==> src/rtl/assert_macros.svh <==
// ----------------------------------------------------------------------------
// assert_macros.svh
// Assertion macros for the key LED color engine. Each checks on the rising
// edge of clk_i and is disabled while rst_ni is low.
// ----------------------------------------------------------------------------
`ifndef ASSERT_MACROS_SVH
`define ASSERT_MACROS_SVH
`ifndef SYNTH
// Check a property on every clock edge.
`define KLCE_ASSERT(lbl, prop) \
  lbl: assert property (@(posedge clk_i) disable iff (!rst_ni) prop) \
    else $error("klce assertion failed");
// Check that a condition holds in the cycle after a trigger.
`define KLCE_ASSERT_NEXT(lbl, ante, cons) \
  lbl: assert property (@(posedge clk_i) disable iff (!rst_ni) ante |=> cons) \
    else $error("klce assertion failed");
`else
`define KLCE_ASSERT(lbl, prop)
`define KLCE_ASSERT_NEXT(lbl, ante, cons)
`endif
`endif

==> src/rtl/klce_pkg.sv <==
// ----------------------------------------------------------------------------
// klce_pkg
// Shared types and constants of the key LED color engine.
// ----------------------------------------------------------------------------
package klce_pkg;

  localparam int KLCE_MAX_KEYS = 128;

  // Step counter shared by the divider and the pulse multiplier.
  localparam int STEP_W     = 3;
  localparam int DIV_STEPS  = 8;
  localparam int MULT_STEPS = 4;
  localparam logic [STEP_W-1:0] DIV_LAST  = 3'(DIV_STEPS - 1);
  localparam logic [STEP_W-1:0] MULT_LAST = 3'(MULT_STEPS - 1);

  typedef enum logic [1:0] {
    OP_RENDER  = 2'd0,
    OP_WRITE   = 2'd1,
    OP_ADVANCE = 2'd2
  } op_e;

  typedef enum logic [1:0] {
    CFG_CONFIGURED   = 2'd0,
    CFG_OVERRIDE     = 2'd1,
    CFG_BUTTON_COUNT = 2'd2
  } cfg_e;

  typedef enum logic [1:0] {
    MODE_FIXED = 2'd0,
    MODE_WHEEL = 2'd1,
    MODE_PULSE = 2'd2
  } mode_e;

  typedef enum logic [2:0] {
    ST_IDLE   = 3'd0,
    ST_RENDER = 3'd1,
    ST_DIVIDE = 3'd2,
    ST_WHEEL  = 3'd3,
    ST_MULT   = 3'd4,
    ST_DONE   = 3'd5
  } state_e;

  typedef struct packed {
    logic [1:0] op;
    logic [6:0] key_index;
    logic       pressed;
    logic       click_valid;
    logic [7:0] click_red;
    logic [7:0] click_green;
    logic [7:0] click_blue;
    logic       anim_valid;
    logic [7:0] anim_kind;
    logic [7:0] anim_red;
    logic [7:0] anim_green;
    logic [7:0] anim_blue;
  } in_item_t;

  typedef struct packed {
    logic [6:0] pixel_index;
    logic [7:0] red;
    logic [7:0] green;
    logic [7:0] blue;
  } out_item_t;

  // Controller to datapath.
  typedef struct packed {
    logic              load;
    logic              write;
    logic              advance;
    logic              start;
    logic              div_step;
    logic              mult_step;
    logic              wheel;
    logic              emit;
    logic [STEP_W-1:0] step;
  } cmd_t;

  // Datapath to controller.
  typedef struct packed {
    logic  render_hit;
    logic  write_hit;
    logic  advance;
    mode_e mode;
    logic  out_free;
  } sts_t;

endpackage

==> src/rtl/klce_ctrl.sv <==
// ----------------------------------------------------------------------------
// klce_ctrl
// Sequencer of the key LED color engine: accepts beats and steps the datapath.
// ----------------------------------------------------------------------------
`include "assert_macros.svh"

module klce_ctrl (
  input  logic          clk_i,
  input  logic          rst_ni,
  input  logic          in_valid_i,
  output logic          in_stall_o,
  input  klce_pkg::sts_t sts_i,
  output klce_pkg::cmd_t cmd_o
);
  import klce_pkg::*;

  state_e            state_q, state_d;
  logic [STEP_W-1:0] step_q, step_d;

  always_ff @(posedge clk_i or negedge rst_ni) begin
    if (!rst_ni) begin
      state_q <= ST_IDLE;
      step_q  <= '0;
    end else begin
      state_q <= state_d;
      step_q  <= step_d;
    end
  end

  always_comb begin
    state_d  = state_q;
    step_d   = step_q;
    cmd_o    = '0;
    cmd_o.step = step_q;
    unique case (state_q)
      ST_IDLE: begin
        cmd_o.load    = in_valid_i;
        cmd_o.write   = in_valid_i && sts_i.write_hit;
        cmd_o.advance = in_valid_i && sts_i.advance;
        if (in_valid_i && sts_i.render_hit) begin
          state_d = ST_RENDER;
        end
      end
      ST_RENDER: begin
        cmd_o.start = 1'b1;
        step_d      = '0;
        unique case (sts_i.mode)
          MODE_WHEEL: state_d = ST_DIVIDE;
          MODE_PULSE: state_d = ST_MULT;
          default:    state_d = ST_DONE;
        endcase
      end
      ST_DIVIDE: begin
        cmd_o.div_step = 1'b1;
        step_d         = step_q + 3'd1;
        if (step_q == DIV_LAST) begin
          state_d = ST_WHEEL;
        end
      end
      ST_WHEEL: begin
        cmd_o.wheel = 1'b1;
        state_d     = ST_DONE;
      end
      ST_MULT: begin
        cmd_o.mult_step = 1'b1;
        step_d          = step_q + 3'd1;
        if (step_q == MULT_LAST) begin
          state_d = ST_DONE;
        end
      end
      ST_DONE: begin
        if (sts_i.out_free) begin
          cmd_o.emit = 1'b1;
          state_d    = ST_IDLE;
        end
      end
      default: begin
        state_d = ST_IDLE;
      end
    endcase
  end

  assign in_stall_o = (state_q != ST_IDLE);

  `KLCE_ASSERT_NEXT(a_hit_to_render, in_valid_i && !in_stall_o && sts_i.render_hit, state_q == ST_RENDER)
  `KLCE_ASSERT_NEXT(a_div_to_wheel, state_q == ST_DIVIDE && step_q == DIV_LAST, state_q == ST_WHEEL)
  `KLCE_ASSERT_NEXT(a_mult_to_done, state_q == ST_MULT && step_q == MULT_LAST, state_q == ST_DONE)

endmodule

==> config.mk <==
export PLATFORM = sky130hd
export DESIGN_NAME = klce_ctrl
export DESIGN_NICKNAME = d
export VERILOG_FILES = /design/src/rtl/klce_pkg.sv /design/src/rtl/klce_ctrl.sv
export VERILOG_INCLUDE_DIRS = /design/src /design/src/rtl
export SDC_FILE = /design/constraint.sdc
export NUM_CORES = 1
export LEC_CHECK = 0
export BUFFER_PORTS_ARGS = -buffer_cell sky130_fd_sc_hd__buf_2
export CORE_AREA = 8 8 45 47
export CTS_CLUSTER_DIAMETER = 120
export CTS_CLUSTER_SIZE = 16
export DETAILED_ROUTE_END_ITERATION = 10
export DIE_AREA = 0 0 53 55
export GPL_TIMING_DRIVEN = 0
export PLACE_DENSITY = 0.65
export SKIP_CTS_REPAIR_TIMING = 1
export SLEW_MARGIN = 10
export SYNTH_ARGS = -nofsm -noshare
export SYNTH_HDL_FRONTEND = slang
export SYNTH_SLANG_ARGS = --single-unit
export TNS_END_PERCENT = 5
==> constraint.sdc <==
create_clock -name clk_i -period 2.1 [get_ports clk_i]
set_clock_uncertainty 0.1 [all_clocks]
set_input_delay 0.42 -clock clk_i [delete_from_list [all_inputs] [get_ports clk_i]]
set_output_delay 0.42 -clock clk_i [all_outputs]
set_load 0.005 [all_outputs]
# Word-level counts from Yosys, hierarchy flattened
# Cells that the tools add are included.
# word_totals
regBits,6
latch_bits,0
ram_bits,0
mem_bits_ro,0
in_bits,9
out_inout_bits,12
wordCells,38
mem_count,0
# classes
addsub,1
n_mul,0
div,0
n_lt_le_gt_ge,0
eq_ne,13
shifts,0
muxes,14
n_bitwise,0
n_reduce_logical,8
# ops
op,n
one-hot mux 3 bit (6 select lines),1
two-way mux 3 bit,5
one-hot mux 3 bit (2 select lines),2
"equality test 3 x 2 -> 1 bit, second input constant",3
"equality test 3 bit, second input constant",3
"!= test 2 bit, second input constant",4
two-way mux 1 bit,6
AND reduction 4 bit,1
"adder 3 x 1 -> 3 bit, second input constant",1
"equality test 3 x 1 -> 1 bit, second input constant",1
logical AND 1 bit,3
zero test 3 bit,1
nonzero test 3 bit,1
"equality test 2 x 1 -> 1 bit, second input constant",1
"equality test 2 bit, second input constant",1
nonzero test 2 bit,1
OR reduction 2 bit,1

# Logic depth before layout (Yosys ltp)
# depth
depth_word,3
mapped_depth,5
ltp_nobuf,5

# Least setup slack after synthesis
# No wires, ideal clock.
# synth_timing
kind,reg2out
from,register state_q[0]
to,output cmd_o[8] (netlist bit)
t_arrival_ps,944
required_ps,1580
slack_ps,636
path_stages_with_launch,4
n_path_buf,1
cell_sequence,dfrtp_1 buf_2 nor3_1 and3_1
# synth_lines
element,line_no,rtl
start: declaration,klce_ctrl.sv:17,"state_e state_q, state_d;"
start signal: assignment,klce_ctrl.sv:25,state_q <= state_d;
end: declaration,klce_ctrl.sv:13,output klce_pkg::cmd_t cmd_o

==> metrics.md <==
| Metric | Value |
|---|---|
| Post-synthesis sequential area ratio | `30.08%` |
| Max layer used | `met3` |
| Die area | `2915 um^2` |
| Die height | `55 um` |
| Clock-pin slew on the worst setup and hold paths | `0.05 ns` |
| Tmin final | `1.885 ns` |
| Clock sink total | `6` |
| DRC violations left | `0` |
| Share of cells above drive strength 1 | `37.80%` |
| Final slew viol count | `0` |
| Clk_lat worst skew | `0.25 ns` |
| Ports | `21` |
| Syn-to-layout area delta | `30.58%` |
| CTS tree | `yes` |
| Syn_nets | `71` |
| Status | `finished, final reports clean` |
| Drt initial violations | `7` |
| Post-Syn Area per Cell | `8.607 um^2` |
| Critical Path Most Common Cell | `buf_2` |
| Hpwl dp | `949.2 um` |
| Number of synthesized register bits | `6` |
| Antenna diodes | `0` |
| Area leader, netlist | `dfrtp_1` |
| Worst EP arrival | `1.36 ns` |
| Grt ovf | `0` |
| Synthesized area | `499.2 um^2` |
| Nature of the critical path endpoint | `output port` |
| Final Hold Viols | `0` |
| Fin Setup TNS | `0 ns` |
| Max cap viols | `0` |
| Int Pwr | `0.5091 mW` |
| Post-synth EDFFs | `0` |
| Largest stage delay, worst path | `0.35 ns` |
| Wire length on met3 | `60 um` |
| CP Launch Type | `flop` |
| Worst slew pin tran | `0.3129 ns` |
| Switching share of power | `42.76%` |
| Commonest cells in the netlist | `dfrtp_1 (6), nor2_1 (6), o21ai_0 (6)` |
| Unique masters post-synth | `25` |
| IO Port Bufs | `20` |
| Core box area | `1384 um^2` |
| Worst path cell trace | `buf_2 -> nor3_1 -> and3_1 -> buf_2` |
| Avg WL per Cell | `12.48 um` |
| DR pass1 iterations | `4` |
| Syn. warnings | `0` |
| Final setup fails | `0` |
| Slowest CP cell | `dfrtp_1` |
| Drt total wl | `1223 um` |
| Starting Density | `36.08%` |
| Flop pwr share | `23.7%` |
| Critical path peak fanout | `8` |
| Peak supply drop | `0.5491 mV` |
| Wire length on met1 | `483 um` |
| Async set or reset register ratio after synthesis | `100.0%` |
| Top post-synthesis cells by area | `dfrtp_1 (30%), ha_1 (10%), o21ai_0 (6.0%), buf_4 (4.5%), nor2_1 (4.5%)` |
| First-pass GRT wire length | `2035 um` |
| H-tree levels | `1` |
| Routability congestion estimate | `0.6942` |
| Synth top area share | `30.08%` |
| Metal2 WL | `678 um` |
| Final ANT Viol Nets | `0` |
| Dominant synthesized flop cell | `dfrtp_1` |
| Share of total power in the clock network | `12.2%` |
| Vias | `497` |
| Hold WC Path Type | `input pin to flop` |
| Vias in the first global route | `486` |
| Gate power share | `64.1%` |
| Root cell of the clock tree | `clkbuf_4` |
| Final net count | `97` |
| Cell family with most CP delay | `simple AND/OR/NAND/NOR gates` |
| Fmax | `0.5306 GHz` |
| CP bufs+invs | `2` |
| CP Class | `flop to output port` |
| Largest net degree at the start of global routing | `11` |
| Initial antenna violation count | `0` |
| Vias per inst | `5.071` |
| RSZ-0062 raised after global routing | `no` |
| Cells after Synth | `58` |
| Leak | `0.3469 nW` |
| Inserted Clock Buffers | `3` |
| Clk buf depth | `2` |
| Tot GR Track Use | `9.106%` |
| Dpl cells | `94` |
| CP required | `1.58 ns` |
| Die X | `53 um` |
| Non-Filler Instances | `98` |
| Psw | `0.3804 mW` |
| Row cnt | `14` |
| PD cells | `1364 nW/um^2` |
| Rel. slew slack | `78.98%` |
| Fin crit share | `89.74%` |
metrics by stage:
stage / hold slack, ns / worst slack [ns] / cell area [um^2] / util, % / total power, mW
after floorplan: 0.02441 / 0.6356 / 499.2 / - / 0.6133
final: 0.4176 / 0.2155 / 651.9 / 47.11 / 0.8895
after detailed placement: 0.1558 / 0.4741 / 619.3 / 44.76 / 0.7862
after global routing: 0.4178 / 0.03471 / 651.9 / 47.11 / 0.9865
after global placement: 0.1558 / 0.4740 / 619.3 / 44.76 / 0.7661
after CTS: -0.1056 / 0.2067 / 641.9 / 46.38 / 0.8986
final cells by class:
type                    count  area (um^2)
well taps                  16        20.02
multi-input cells          42        290.3
fillers                   145        732.0
inverters                   4        15.01
clock buffers               3        22.52
flip-flops and latches      6        150.1
repair buffers             21        110.1
plain buffers               6        43.79
worst min-delay path: stages:
cell	delay (ns)
buf_2	0.08
and2_1	0.13
o22ai_1	0.08
power groups by stage:
stage	Clock (mW)	Sequential, mW	Combinational [mW]
2_1_floorplan	0	0.207	0.406
3_3_place_gp	0	0.205	0.561
3_5_place_dp	0	0.210	0.576
4_1_cts	0.111	0.208	0.579
5_1_grt	0.126	0.216	0.644
6_report	0.109	0.211	0.570
layout by cell type (no fill, tap or decap), types with 2 or more instances in the layout:
cell	netlist	final
buf_2	2	22
and3_1	2	2
clkbuf_4	0	3
and2_1	3	3
nor2_1	6	6
o21ai_0	6	6
ha_1	4	4
nand2_1	2	2
dfrtp_1	6	6
a221oi_1	2	2
nor3_1	3	3
buf_4	3	3
inv_1	4	4
nor3b_1	2	2
nand2b_1	2	2
path summary, 6_finish.rpt:
kind,from,to,slack [ns],cells after the start
max in group asynchronous,rst_ni,state_q[2],1.32,2
min reg2reg,step_q[0],step_q[0],0.46,1
max reg2reg,step_q[0],state_q[0],0.60,5
min,sts_i[0],state_q[2],0.42,3
min in group asynchronous,rst_ni,state_q[0],0.43,2
max,state_q[0],cmd_o[9],0.22,4
sequential cells by signal, summed over array words and instances (netlist names):
| signal | count |
|---|---|
| step_q | 3 |
| state_q | 3 |
logic make-up after synthesis:
group,share of synthesized area (%)
AO/OA/AOI/OAI,16.29
AND/OR/NAND/NOR,25.31
XOR/XNOR,6.518
buffers and inverters,11.78
adder cells (fa/ha/maj),10.03
flip-flops,30.07
routing by layer:
layer / up-vias / global-route usage, %
met5: - / 0
met4: 0 / 2.586
li1: 248 / -
met2: 20 / 17.77
met1: 229 / 8.756
met3: 0 / 3.209
Power figures use the tool's default switching activity.
